<file path="src/hw/rtl/rcrd_pkg.sv">
// Shared types and constants for the remote control report deframer.
package rcrd_pkg;

  // Framing constants.
  localparam logic [7:0] SYNC_BYTE     = 8'h55;
  localparam logic [9:0] MIN_LENGTH    = 10'd13;
  localparam logic [9:0] REPORT_LENGTH = 10'd58;
  localparam logic [9:0] REPORT_FIRST  = 10'd16;
  localparam logic [9:0] BODY_START    = 10'd3;
  localparam int         REPORT_BYTES  = 14;

  // Positions inside the captured report window (frame offset minus 16).
  localparam int IDX_RIGHT_V  = 0;
  localparam int IDX_RIGHT_H  = 2;
  localparam int IDX_LEFT_V   = 4;
  localparam int IDX_LEFT_H   = 6;
  localparam int IDX_CAMERA   = 8;
  localparam int IDX_WHEEL    = 10;
  localparam int IDX_MODE     = 12;
  localparam int IDX_SWITCHES = 13;

  // Axis limits and mode thresholds.
  localparam logic [14:0] AXIS_MAX  = 15'd32767;
  localparam logic [14:0] AXIS_MID  = 15'd16384;
  localparam logic [14:0] AXIS_ZERO = 15'd0;
  localparam logic [7:0]  MODE_HIGH = 8'd32;
  localparam logic [7:0]  MODE_MID  = 8'd16;

  // Register reset values.
  localparam logic [11:0] STICK_OFFSET_RST = 12'd750;
  localparam logic [5:0]  STICK_GAIN_RST   = 6'd12;
  localparam logic [5:0]  CAMERA_GAIN_RST  = 6'd8;

  // Register indexes on the configuration port.
  typedef enum logic [1:0] {
    REG_STICK_OFFSET = 2'd0,
    REG_STICK_GAIN   = 2'd1,
    REG_CAMERA_GAIN  = 2'd2,
    REG_UNUSED       = 2'd3
  } reg_idx_t;

  // Default depth of the queue between front and back.
  localparam int QUEUE_DEPTH = 2;

  // The fourteen report bytes of one frame.
  typedef logic [REPORT_BYTES-1:0][7:0] report_bytes_t;

  // Queue status as seen by the back part.
  typedef struct packed {
    logic          valid;
    report_bytes_t bytes;
  } queue_head_t;

endpackage

</file>
<file path="src/hw/rtl/rcrd_front.sv">
// Front part: hunts for the sync byte, checks the length and captures report bytes.
module rcrd_front (
  input  logic                   clk,
  input  logic                   rst_n,
  input  logic                   in_valid,
  output logic                   in_stall,
  input  logic [7:0]             in_rx_byte,
  input  logic                   q_full,
  output logic                   q_push,
  output rcrd_pkg::report_bytes_t q_bytes
);

  typedef enum logic [3:0] {
    PH_HUNT   = 4'b0001,
    PH_LEN_LO = 4'b0010,
    PH_LEN_HI = 4'b0100,
    PH_BODY   = 4'b1000
  } phase_t;

  phase_t                  phase_r, phase_nxt;
  logic [7:0]              hdr0_r, hdr0_nxt;
  logic [9:0]              frame_len_r, frame_len_nxt;
  logic [9:0]              byte_cnt_r, byte_cnt_nxt;
  rcrd_pkg::report_bytes_t rpt_r;
  logic [9:0]              cnt_inc;
  logic [9:0]              len;
  logic [9:0]              win_idx;
  logic                    last_byte;
  logic                    is_report;
  logic                    accept;

  // The last byte of a report frame needs a free queue slot.
  assign cnt_inc   = byte_cnt_r + 10'd1;
  assign last_byte = (cnt_inc == frame_len_r);
  assign is_report = (frame_len_r == rcrd_pkg::REPORT_LENGTH);
  assign in_stall  = (phase_r == PH_BODY) && last_byte && is_report && q_full;
  assign accept    = in_valid && !in_stall;
  assign q_push    = accept && (phase_r == PH_BODY) && last_byte && is_report;
  assign q_bytes   = rpt_r;
  assign len       = {in_rx_byte[1:0], hdr0_r};
  assign win_idx   = byte_cnt_r - rcrd_pkg::REPORT_FIRST;

  // Parser next state.
  always_comb begin
    phase_nxt     = phase_r;
    hdr0_nxt      = hdr0_r;
    frame_len_nxt = frame_len_r;
    byte_cnt_nxt  = byte_cnt_r;
    if (accept) begin
      unique case (phase_r)
        PH_HUNT: begin
          if (in_rx_byte == rcrd_pkg::SYNC_BYTE) phase_nxt = PH_LEN_LO;
        end
        PH_LEN_LO: begin
          hdr0_nxt  = in_rx_byte;
          phase_nxt = PH_LEN_HI;
        end
        PH_LEN_HI: begin
          if (len < rcrd_pkg::MIN_LENGTH) begin
            // Drop the sync byte and search the two header bytes again.
            if (hdr0_r == rcrd_pkg::SYNC_BYTE) begin
              hdr0_nxt  = in_rx_byte;
              phase_nxt = PH_LEN_HI;
            end else if (in_rx_byte == rcrd_pkg::SYNC_BYTE) begin
              phase_nxt = PH_LEN_LO;
            end else begin
              phase_nxt = PH_HUNT;
            end
          end else begin
            frame_len_nxt = len;
            byte_cnt_nxt  = rcrd_pkg::BODY_START;
            phase_nxt     = PH_BODY;
          end
        end
        PH_BODY: begin
          byte_cnt_nxt = cnt_inc;
          if (last_byte) phase_nxt = PH_HUNT;
        end
        default: phase_nxt = PH_HUNT;
      endcase
    end
  end

  // Control registers.
  always_ff @(posedge clk) begin
    if (!rst_n) begin
      phase_r     <= PH_HUNT;
      hdr0_r      <= '0;
      frame_len_r <= '0;
      byte_cnt_r  <= '0;
    end else begin
      phase_r     <= phase_nxt;
      hdr0_r      <= hdr0_nxt;
      frame_len_r <= frame_len_nxt;
      byte_cnt_r  <= byte_cnt_nxt;
    end
  end

  // Capture the report window, frame bytes 16 to 29.
  always_ff @(posedge clk) begin
    if (accept && (phase_r == PH_BODY) && (byte_cnt_r >= rcrd_pkg::REPORT_FIRST) &&
        (win_idx < 10'(rcrd_pkg::REPORT_BYTES))) begin
      rpt_r[win_idx[3:0]] <= in_rx_byte;
    end
  end

endmodule

</file>
<file path="src/hw/rtl/rcrd_queue.sv">
// Short queue of captured reports between the front and back parts.
module rcrd_queue #(
  parameter int Depth = rcrd_pkg::QUEUE_DEPTH
) (
  input  logic                    clk,
  input  logic                    rst_n,
  input  logic                    push,
  input  rcrd_pkg::report_bytes_t push_bytes,
  output logic                    full,
  input  logic                    pop,
  output rcrd_pkg::queue_head_t   head
);

  localparam int PtrW = (Depth > 1) ? $clog2(Depth) : 1;
  localparam int CntW = $clog2(Depth + 1);
  localparam logic [PtrW-1:0] PtrLast = PtrW'(Depth - 1);
  localparam logic [CntW-1:0] CntFull = CntW'(Depth);

  rcrd_pkg::report_bytes_t mem [Depth];
  logic [PtrW-1:0]         wr_ptr_r, wr_ptr_nxt;
  logic [PtrW-1:0]         rd_ptr_r, rd_ptr_nxt;
  logic [CntW-1:0]         count_r, count_nxt;
  logic                    do_push;
  logic                    do_pop;

  assign full       = (count_r == CntFull);
  assign do_push    = push && !full;
  assign do_pop     = pop && (count_r != '0);
  assign head.valid = (count_r != '0);
  assign head.bytes = mem[rd_ptr_r];

  // Pointer and fill count update.
  always_comb begin
    wr_ptr_nxt = wr_ptr_r;
    rd_ptr_nxt = rd_ptr_r;
    count_nxt  = count_r;
    if (do_push) wr_ptr_nxt = (wr_ptr_r == PtrLast) ? '0 : wr_ptr_r + 1'b1;
    if (do_pop)  rd_ptr_nxt = (rd_ptr_r == PtrLast) ? '0 : rd_ptr_r + 1'b1;
    if (do_push && !do_pop) count_nxt = count_r + 1'b1;
    else if (do_pop && !do_push) count_nxt = count_r - 1'b1;
  end

  always_ff @(posedge clk) begin
    if (!rst_n) begin
      wr_ptr_r <= '0;
      rd_ptr_r <= '0;
      count_r  <= '0;
    end else begin
      wr_ptr_r <= wr_ptr_nxt;
      rd_ptr_r <= rd_ptr_nxt;
      count_r  <= count_nxt;
    end
  end

  // Storage for queued reports.
  always_ff @(posedge clk) begin
    if (do_push) mem[wr_ptr_r] <= push_bytes;
  end

endmodule

</file>
<file path="src/hw/rtl/rcrd_back.sv">
// Back part: scales the axes over a shared multiplier and presents the report.
module rcrd_back (
  input  logic                  clk,
  input  logic                  rst_n,
  input  rcrd_pkg::queue_head_t head,
  output logic                  pop,
  input  logic [11:0]           stick_offset,
  input  logic [5:0]            stick_gain,
  input  logic [5:0]            camera_gain,
  output logic                  out_valid,
  input  logic                  out_stall,
  output logic [14:0]           out_left_horizontal,
  output logic [14:0]           out_left_vertical,
  output logic [14:0]           out_right_horizontal,
  output logic [14:0]           out_right_vertical,
  output logic [14:0]           out_camera_axis,
  output logic [14:0]           out_mode_axis,
  output logic [8:0]            out_button_bits
);

  typedef enum logic [2:0] {
    ST_IDLE = 3'b001,
    ST_CALC = 3'b010,
    ST_DONE = 3'b100
  } state_t;

  localparam int          NumAxes  = 5;
  localparam logic [2:0]  StepLast = 3'(NumAxes - 1);

  state_t                  state_r, state_nxt;
  logic [2:0]              step_r, step_nxt;
  rcrd_pkg::report_bytes_t work_r;
  logic [14:0]             axis_r [NumAxes];
  logic                    out_valid_r, out_valid_nxt;
  logic [7:0]              prev_wheel_r;
  logic                    wheel_seen_r;
  logic                    transfer;
  logic signed [15:0]      raw;
  logic signed [16:0]      op_a;
  logic signed [6:0]       op_gain;
  logic signed [23:0]      prod;
  logic [14:0]             clamped;
  logic [7:0]              wheel;
  logic [7:0]              mode;
  logic [7:0]              wheel_diff;
  logic [14:0]             mode_val;
  logic                    wheel_up;
  logic                    wheel_down;

  // Operand selection for the axis in this step.
  always_comb begin
    raw     = $signed({work_r[rcrd_pkg::IDX_LEFT_H+1], work_r[rcrd_pkg::IDX_LEFT_H]});
    op_gain = $signed({1'b0, stick_gain});
    case (step_r)
      3'd0: raw = $signed({work_r[rcrd_pkg::IDX_LEFT_H+1], work_r[rcrd_pkg::IDX_LEFT_H]});
      3'd1: raw = $signed({work_r[rcrd_pkg::IDX_LEFT_V+1], work_r[rcrd_pkg::IDX_LEFT_V]});
      3'd2: raw = $signed({work_r[rcrd_pkg::IDX_RIGHT_H+1], work_r[rcrd_pkg::IDX_RIGHT_H]});
      3'd3: raw = $signed({work_r[rcrd_pkg::IDX_RIGHT_V+1], work_r[rcrd_pkg::IDX_RIGHT_V]});
      default: begin
        raw     = $signed({work_r[rcrd_pkg::IDX_CAMERA+1], work_r[rcrd_pkg::IDX_CAMERA]});
        op_gain = $signed({1'b0, camera_gain});
      end
    endcase
    if (step_r == StepLast) op_a = {raw[15], raw};
    else op_a = {raw[15], raw} - $signed({5'b0, stick_offset});
  end

  // Shared multiplier with clamp to the axis range.
  always_comb begin
    prod = op_a * op_gain;
    if (prod[23]) clamped = rcrd_pkg::AXIS_ZERO;
    else if (prod > 24'sd32767) clamped = rcrd_pkg::AXIS_MAX;
    else clamped = prod[14:0];
  end

  // Mode level and wheel direction.
  always_comb begin
    wheel      = work_r[rcrd_pkg::IDX_WHEEL];
    mode       = work_r[rcrd_pkg::IDX_MODE];
    wheel_diff = wheel - prev_wheel_r;
    wheel_up   = wheel_seen_r && (wheel_diff != 8'd0) && !wheel_diff[7];
    wheel_down = wheel_seen_r && wheel_diff[7];
    if (mode >= rcrd_pkg::MODE_HIGH) mode_val = rcrd_pkg::AXIS_MAX;
    else if (mode >= rcrd_pkg::MODE_MID) mode_val = rcrd_pkg::AXIS_MID;
    else mode_val = rcrd_pkg::AXIS_ZERO;
  end

  // Sequencer: load, five multiply steps, hand over to the output register.
  assign transfer = (state_r == ST_DONE) && (!out_valid_r || !out_stall);
  assign pop      = (state_r == ST_IDLE) && head.valid;

  always_comb begin
    state_nxt     = state_r;
    step_nxt      = step_r;
    out_valid_nxt = out_valid_r;
    if (out_valid_r && !out_stall) out_valid_nxt = 1'b0;
    unique case (state_r)
      ST_IDLE: begin
        if (head.valid) begin
          state_nxt = ST_CALC;
          step_nxt  = '0;
        end
      end
      ST_CALC: begin
        step_nxt = step_r + 3'd1;
        if (step_r == StepLast) state_nxt = ST_DONE;
      end
      ST_DONE: begin
        if (transfer) begin
          out_valid_nxt = 1'b1;
          state_nxt     = ST_IDLE;
        end
      end
      default: state_nxt = ST_IDLE;
    endcase
  end

  always_ff @(posedge clk) begin
    if (!rst_n) begin
      state_r      <= ST_IDLE;
      step_r       <= '0;
      out_valid_r  <= 1'b0;
      prev_wheel_r <= '0;
      wheel_seen_r <= 1'b0;
    end else begin
      state_r     <= state_nxt;
      step_r      <= step_nxt;
      out_valid_r <= out_valid_nxt;
      if (transfer) begin
        prev_wheel_r <= wheel;
        wheel_seen_r <= 1'b1;
      end
    end
  end

  // Working copy and scaled axes.
  always_ff @(posedge clk) begin
    if (pop) work_r <= head.bytes;
    if (state_r == ST_CALC) axis_r[step_r] <= clamped;
  end

  // Output register.
  always_ff @(posedge clk) begin
    if (transfer) begin
      out_left_horizontal  <= axis_r[0];
      out_left_vertical    <= axis_r[1];
      out_right_horizontal <= axis_r[2];
      out_right_vertical   <= axis_r[3];
      out_camera_axis      <= axis_r[4];
      out_mode_axis        <= mode_val;
      out_button_bits      <= {wheel_down, wheel_up, work_r[rcrd_pkg::IDX_SWITCHES][7:1]};
    end
  end

  assign out_valid = out_valid_r;

endmodule

</file>
<file path="src/hw/rtl/remote_control_report_deframer.sv">
// Top level of the remote control report deframer with its register port.
//
//  Channel | Ports                         | Moves
//  --------+-------------------------------+---------------------------------
//  in      | in_valid, in_stall, in_rx_byte | one received byte per request
//  out     | out_valid, out_stall, out_*   | one decoded report per request
//  cfg     | psel, penable, pwrite, paddr, | stick offset, stick gain and
//          | pwdata, prdata, pready        | camera gain registers
//
// The front takes one byte every cycle while it does not stall; a report frame is 58 bytes long.
// The back handles a report by load, the five steps of its shared multiplier and
// hand-over, and works while the front goes on.
// Reset is synchronous and active low; it returns the parser to sync hunting.
// The input stalls only on the last byte of a report while the queue is full.
module remote_control_report_deframer #(
  parameter int QueueDepth = rcrd_pkg::QUEUE_DEPTH
) (
  input  logic        clk,
  input  logic        rst_n,
  input  logic        in_valid,
  output logic        in_stall,
  input  logic [7:0]  in_rx_byte,
  output logic        out_valid,
  input  logic        out_stall,
  output logic [14:0] out_left_horizontal,
  output logic [14:0] out_left_vertical,
  output logic [14:0] out_right_horizontal,
  output logic [14:0] out_right_vertical,
  output logic [14:0] out_camera_axis,
  output logic [14:0] out_mode_axis,
  output logic [8:0]  out_button_bits,
  input  logic        psel,
  input  logic        penable,
  input  logic        pwrite,
  input  logic [3:0]  paddr,
  input  logic [31:0] pwdata,
  output logic [31:0] prdata,
  output logic        pready
);

  logic [11:0]             stick_offset_r;
  logic [5:0]              stick_gain_r;
  logic [5:0]              camera_gain_r;
  logic                    cfg_write;
  rcrd_pkg::reg_idx_t      reg_idx;
  logic                    q_full;
  logic                    q_push;
  logic                    q_pop;
  rcrd_pkg::report_bytes_t q_bytes;
  rcrd_pkg::queue_head_t   q_head;

  // Configuration registers.
  assign pready    = 1'b1;
  assign cfg_write = psel && penable && pwrite && pready;
  assign reg_idx   = rcrd_pkg::reg_idx_t'(paddr[3:2]);

  always_ff @(posedge clk) begin
    if (!rst_n) begin
      stick_offset_r <= rcrd_pkg::STICK_OFFSET_RST;
      stick_gain_r   <= rcrd_pkg::STICK_GAIN_RST;
      camera_gain_r  <= rcrd_pkg::CAMERA_GAIN_RST;
    end else if (cfg_write) begin
      unique case (reg_idx)
        rcrd_pkg::REG_STICK_OFFSET: stick_offset_r <= pwdata[11:0];
        rcrd_pkg::REG_STICK_GAIN:   stick_gain_r   <= pwdata[5:0];
        rcrd_pkg::REG_CAMERA_GAIN:  camera_gain_r  <= pwdata[5:0];
        default: ;
      endcase
    end
  end

  // Register read-back.
  always_comb begin
    unique case (reg_idx)
      rcrd_pkg::REG_STICK_OFFSET: prdata = {20'b0, stick_offset_r};
      rcrd_pkg::REG_STICK_GAIN:   prdata = {26'b0, stick_gain_r};
      rcrd_pkg::REG_CAMERA_GAIN:  prdata = {26'b0, camera_gain_r};
      default:                    prdata = '0;
    endcase
  end

  rcrd_front u_front (
    .clk        (clk),
    .rst_n      (rst_n),
    .in_valid   (in_valid),
    .in_stall   (in_stall),
    .in_rx_byte (in_rx_byte),
    .q_full     (q_full),
    .q_push     (q_push),
    .q_bytes    (q_bytes)
  );

  rcrd_queue #(
    .Depth (QueueDepth)
  ) u_queue (
    .clk        (clk),
    .rst_n      (rst_n),
    .push       (q_push),
    .push_bytes (q_bytes),
    .full       (q_full),
    .pop        (q_pop),
    .head       (q_head)
  );

  rcrd_back u_back (
    .clk                  (clk),
    .rst_n                (rst_n),
    .head                 (q_head),
    .pop                  (q_pop),
    .stick_offset         (stick_offset_r),
    .stick_gain           (stick_gain_r),
    .camera_gain          (camera_gain_r),
    .out_valid            (out_valid),
    .out_stall            (out_stall),
    .out_left_horizontal  (out_left_horizontal),
    .out_left_vertical    (out_left_vertical),
    .out_right_horizontal (out_right_horizontal),
    .out_right_vertical   (out_right_vertical),
    .out_camera_axis      (out_camera_axis),
    .out_mode_axis        (out_mode_axis),
    .out_button_bits      (out_button_bits)
  );

endmodule

</file>
<file path="config.mk">
export PLATFORM = sky130hd
export DESIGN_NAME = remote_control_report_deframer
export DESIGN_NICKNAME = d
export VERILOG_FILES = /design/src/hw/rtl/rcrd_pkg.sv /design/src/hw/rtl/rcrd_front.sv /design/src/hw/rtl/rcrd_queue.sv /design/src/hw/rtl/rcrd_back.sv /design/src/hw/rtl/remote_control_report_deframer.sv
export SDC_FILE = /design/constraint.sdc
export NUM_CORES = 1
export LEC_CHECK = 0
export BUFFER_PORTS_ARGS = -buffer_cell sky130_fd_sc_hd__buf_4
export CORE_ASPECT_RATIO = 0.5
export CORE_MARGIN = 4
export CORE_UTILIZATION = 55
export DETAILED_ROUTE_END_ITERATION = 12
export HOLD_SLACK_MARGIN = 0.03
export PLACE_DENSITY = 0.73
export SETUP_SLACK_MARGIN = 0.4
export SYNTH_ARGS = -nofsm -noshare
export SYNTH_HDL_FRONTEND = slang
export SYNTH_SLANG_ARGS = --single-unit
</file>
<file path="constraint.sdc">
create_clock -name clk -period 9.8 [get_ports clk]
set_input_delay 0.49 -clock clk [delete_from_list [all_inputs] [get_ports clk]]
set_output_delay 0.49 -clock clk [all_outputs]
set_load 0.01 [all_outputs]
</file>
==> out/results.txt <==
Status: finished clean
VDD IR max: 0.216 mV
Power, Total: 8.80 mW
CTS tree: yes
Top cell family by delay on the critical path: compound AO/OA/AOI/OAI gates
Effective utilization at floorplan: 56.5%
Critical path start-end classification: register to register
Arithmetic-cell share of the synthesized area counting full adders, half adders and majority gates: 8.71%
Most common cell after layout, fill and taps aside: sky130_fd_sc_hd__edfxtp_1
Post-CTS setup repair buffer count: 0
Post-synthesis cell type count: 92
Detailed-router iteration count before antenna repair: 5
Die outline width: 326 µm
Source-to-sink clock delay at the later pin of the worst-skew pair: 0.60 ns
Number of vias in the routed layout: 15440
CTS Buf Count: 52
Final Skew: 0.0313 ns
Top library cells by usage in the layout, fill and taps aside: sky130_fd_sc_hd__edfxtp_1, sky130_fd_sc_hd__buf_4, sky130_fd_sc_hd__nor2_1
Final std cells w/o fill: 2784
Highest attainable clock frequency: 111 MHz
Slew @ Worst Pin: 1.13 ns
Library cell used as clock root buffer: sky130_fd_sc_hd__clkbuf_16
Path type of the worst min-delay path: primary input to register
Power density relative to cell area: 281 nW/µm²
Share of layout cells above drive strength 1: 20.1%
Post-layout utilization of the core: 63.6%
Wire length of the first global-routing pass: 84400 µm
Share of cell area taken by muxes after synthesis: 5.85%
Final layout net count: 2268
Post-DP HPWL: 35300 µm
Highest fanout seen on the critical path: 15
Sequential area share after synthesis: 65.6%
EDFF count, synth: 557
Leak: 11.4 nW
Post_cts resized: 0
Htree depth: 2
Required time at the worst-slack endpoint: 10.13 ns
Slowest Stage Delay on Critical Path: 0.54 ns
CTS sink count: 633
Setup-failing EPs final: 0
Antenna violations before repair: 0
Worst max-slew margin expressed relative to the limit: 24.5%
Ys Warns: 0
Category of the worst setup path capture point: register
Post-Syn Area per Cell: 14.5 µm²
Via count of the first global-routing pass: 15279
Simple-gate area share of the yosys netlist: 7.70%
Buffers & Inverters on Critical Path: 4
GRT Resource Usage Total: 19.6%
Diodes inserted: 0
Total of hold buffers inserted after clock tree synthesis: 0
Setup repair after global routing missed its margin: true
DRC violation count after routing: 0
Final WL: 53500 µm
Largest family of logic cells by synthesized area: adder cells
Number of max-capacitance violations reported: 0
Layout overhead on the synthesized area: 12.6%
CP Launch Type: register
Post-synthesis register bit count: 633
Async SR Flop Fraction: 0%
Die Span Y: 167 µm
Compound-Gate Fraction of Synth Area: 6.72%
Post-synthesis instance area: 27800 µm²
Total Die Area: 54500 µm²
Number of failing hold endpoints at the final stage: 0
Xor/xnor cell area share of the yosys netlist: 1.60%
Placer's final routability congestion estimate: 0.839
Cells after synthesis: 1923
Leftover overflow at the end of global routing: 0
Std cell rows: 57
Average routed wire per standard cell: 19.2 µm
Buffers added on ports: 141
Final period utilization: 91.6%
Slew Viols, Final: 0
Final TNS setup: 0 ns
Detailed router's first-iteration violation count: 1163
Maximum clock insertion buffer count: 3
Area inside the core boundary: 49300 µm²
Remaining antenna violation count after routing: 0
Detailed-route vias per instance: 5.55
Largest net degree at the start of global routing: 76
Total instance count after detailed placement: 2691
Clock-pin slew on the worst setup and hold paths: 0.07 ns
Minimum clock period after layout: 8.97 ns
Top flip-flop cell by instance count after synthesis: sky130_fd_sc_hd__edfxtp_1
Arrival time worst endpoint: 9.30 ns
Worst path slowest cell: sky130_fd_sc_hd__fa_1
Number of top-level pins: 185
## final timing paths
| check | end | start | slack (ns) | depth (start not counted) |
|---|---|---|---|---|
| worst max-delay path | u_back.axis_r[0][2] | u_back.step_r[0] | 0.83 | 30 |
| worst max register to register | u_back.axis_r[0][2] | u_back.step_r[0] | 0.83 | 30 |
| worst min-delay path | stick_offset_r[6] | pwdata[6] | 0.14 | 3 |
| worst min register to register | out_left_vertical[6] | u_back.axis_r[1][6] | 0.42 | 0 |
## per-stage QoR
stage,area (µm²),setup WS [ns],hold WS [ns]
finish,31300,0.828,0.137
floorplan,27900,1.22,0.400
global placement,29600,0.661,0.401
detailed placement,29600,0.433,0.405
CTS,31200,0.434,0.102
global route,31300,0.337,0.115
## cell type report
type,count,area (µm²)
inverters,136,514
well taps,678,848
repair buffers,174,1310
clock buffers,69,1380
clock inverters,24,299
flip-flops and latches,633,18300
multi-input cells,1070,8740
fillers,3490,17900
## cell families after synthesis
group	count (synthesis)
muxes	150
buffers and inverters	239
adders and majority gates	150
xor gates and xnor gates	49
AOI/OAI and AO/OA	269
other	2
DFF	633
and+or+nand+nor	431
## synth_stat cells (6+ instances only)
library cell | instances | area, µm²
sky130_fd_sc_hd__nand4_1 | 8 | 50.1
sky130_fd_sc_hd__nor4_1 | 9 | 56.3
sky130_fd_sc_hd__a32oi_1 | 12 | 105
sky130_fd_sc_hd__clkbuf_1 | 53 | 199
sky130_fd_sc_hd__xnor2_1 | 27 | 236
sky130_fd_sc_hd__nand3_1 | 27 | 135
sky130_fd_sc_hd__a21o_1 | 15 | 113
sky130_fd_sc_hd__nor2b_1 | 11 | 68.8
sky130_fd_sc_hd__xor2_1 | 21 | 184
sky130_fd_sc_hd__a211oi_1 | 7 | 52.6
sky130_fd_sc_hd__o21ai_0 | 38 | 190
sky130_fd_sc_hd__dfxtp_1 | 76 | 1520
sky130_fd_sc_hd__a21oi_1 | 57 | 285
sky130_fd_sc_hd__a22oi_1 | 35 | 263
sky130_fd_sc_hd__edfxtp_1 | 557 | 16700
sky130_fd_sc_hd__nand2_1 | 98 | 368
sky130_fd_sc_hd__mux2_2 | 101 | 1140
sky130_fd_sc_hd__ha_1 | 77 | 963
sky130_fd_sc_hd__o21a_1 | 22 | 165
sky130_fd_sc_hd__nor3_1 | 29 | 145
sky130_fd_sc_hd__o211ai_1 | 14 | 105
sky130_fd_sc_hd__fa_1 | 73 | 1460
sky130_fd_sc_hd__buf_4 | 34 | 255
sky130_fd_sc_hd__a21boi_0 | 6 | 45.0
sky130_fd_sc_hd__mux2i_1 | 49 | 490
sky130_fd_sc_hd__a31o_2 | 7 | 61.3
sky130_fd_sc_hd__or2_2 | 19 | 119
sky130_fd_sc_hd__buf_2 | 6 | 30.0
sky130_fd_sc_hd__nand2b_1 | 22 | 138
sky130_fd_sc_hd__buf_1 | 6 | 22.5
sky130_fd_sc_hd__and3_1 | 12 | 75.1
sky130_fd_sc_hd__nor2_1 | 139 | 522
sky130_fd_sc_hd__or3_1 | 13 | 81.3
sky130_fd_sc_hd__inv_1 | 135 | 507
sky130_fd_sc_hd__a31oi_1 | 9 | 56.3
## worst reg2reg max path: cells and delay by family, from the launching register on
family                     cells  cell delay (ns)
DFF                            1             0.51
and+or+nand+nor                6             1.36
adders and majority gates      7             3.07
AOI/OAI and AO/OA             13             3.46
buffers and inverters          4             0.32
## registers in the layout, summed over array words and instances, names as in the netlist, 12 cells and up
name and flops:
out_left_horizontal 15, out_camera_axis 15, u_back.work_r 87, stick_offset_r 12, out_left_vertical 15, u_front.q_bytes 99
out_right_horizontal 15, u_back.axis_r 75, out_right_vertical 15, u_queue.mem 198
## power by group
part / switching, mW / total, mW / internal, mW / leakage (nW)
Clock: 0.914 / 2.04 / 1.13 / 0.816
Sequential: 0.0861 / 3.48 / 3.40 / 5.65
Combinational: 2.02 / 3.28 / 1.26 / 4.93
## per-layer routing
metal	wire length [µm]	GRT usage [%]	vias to the layer above
li1	-	-	7273
met1	23700	27.0	7674
met2	25600	32.8	411
met3	3100	3.34	82
met4	1170	4.78	0
met5	0	0	-
No activity file was read; power rests on OpenSTA's default activity.
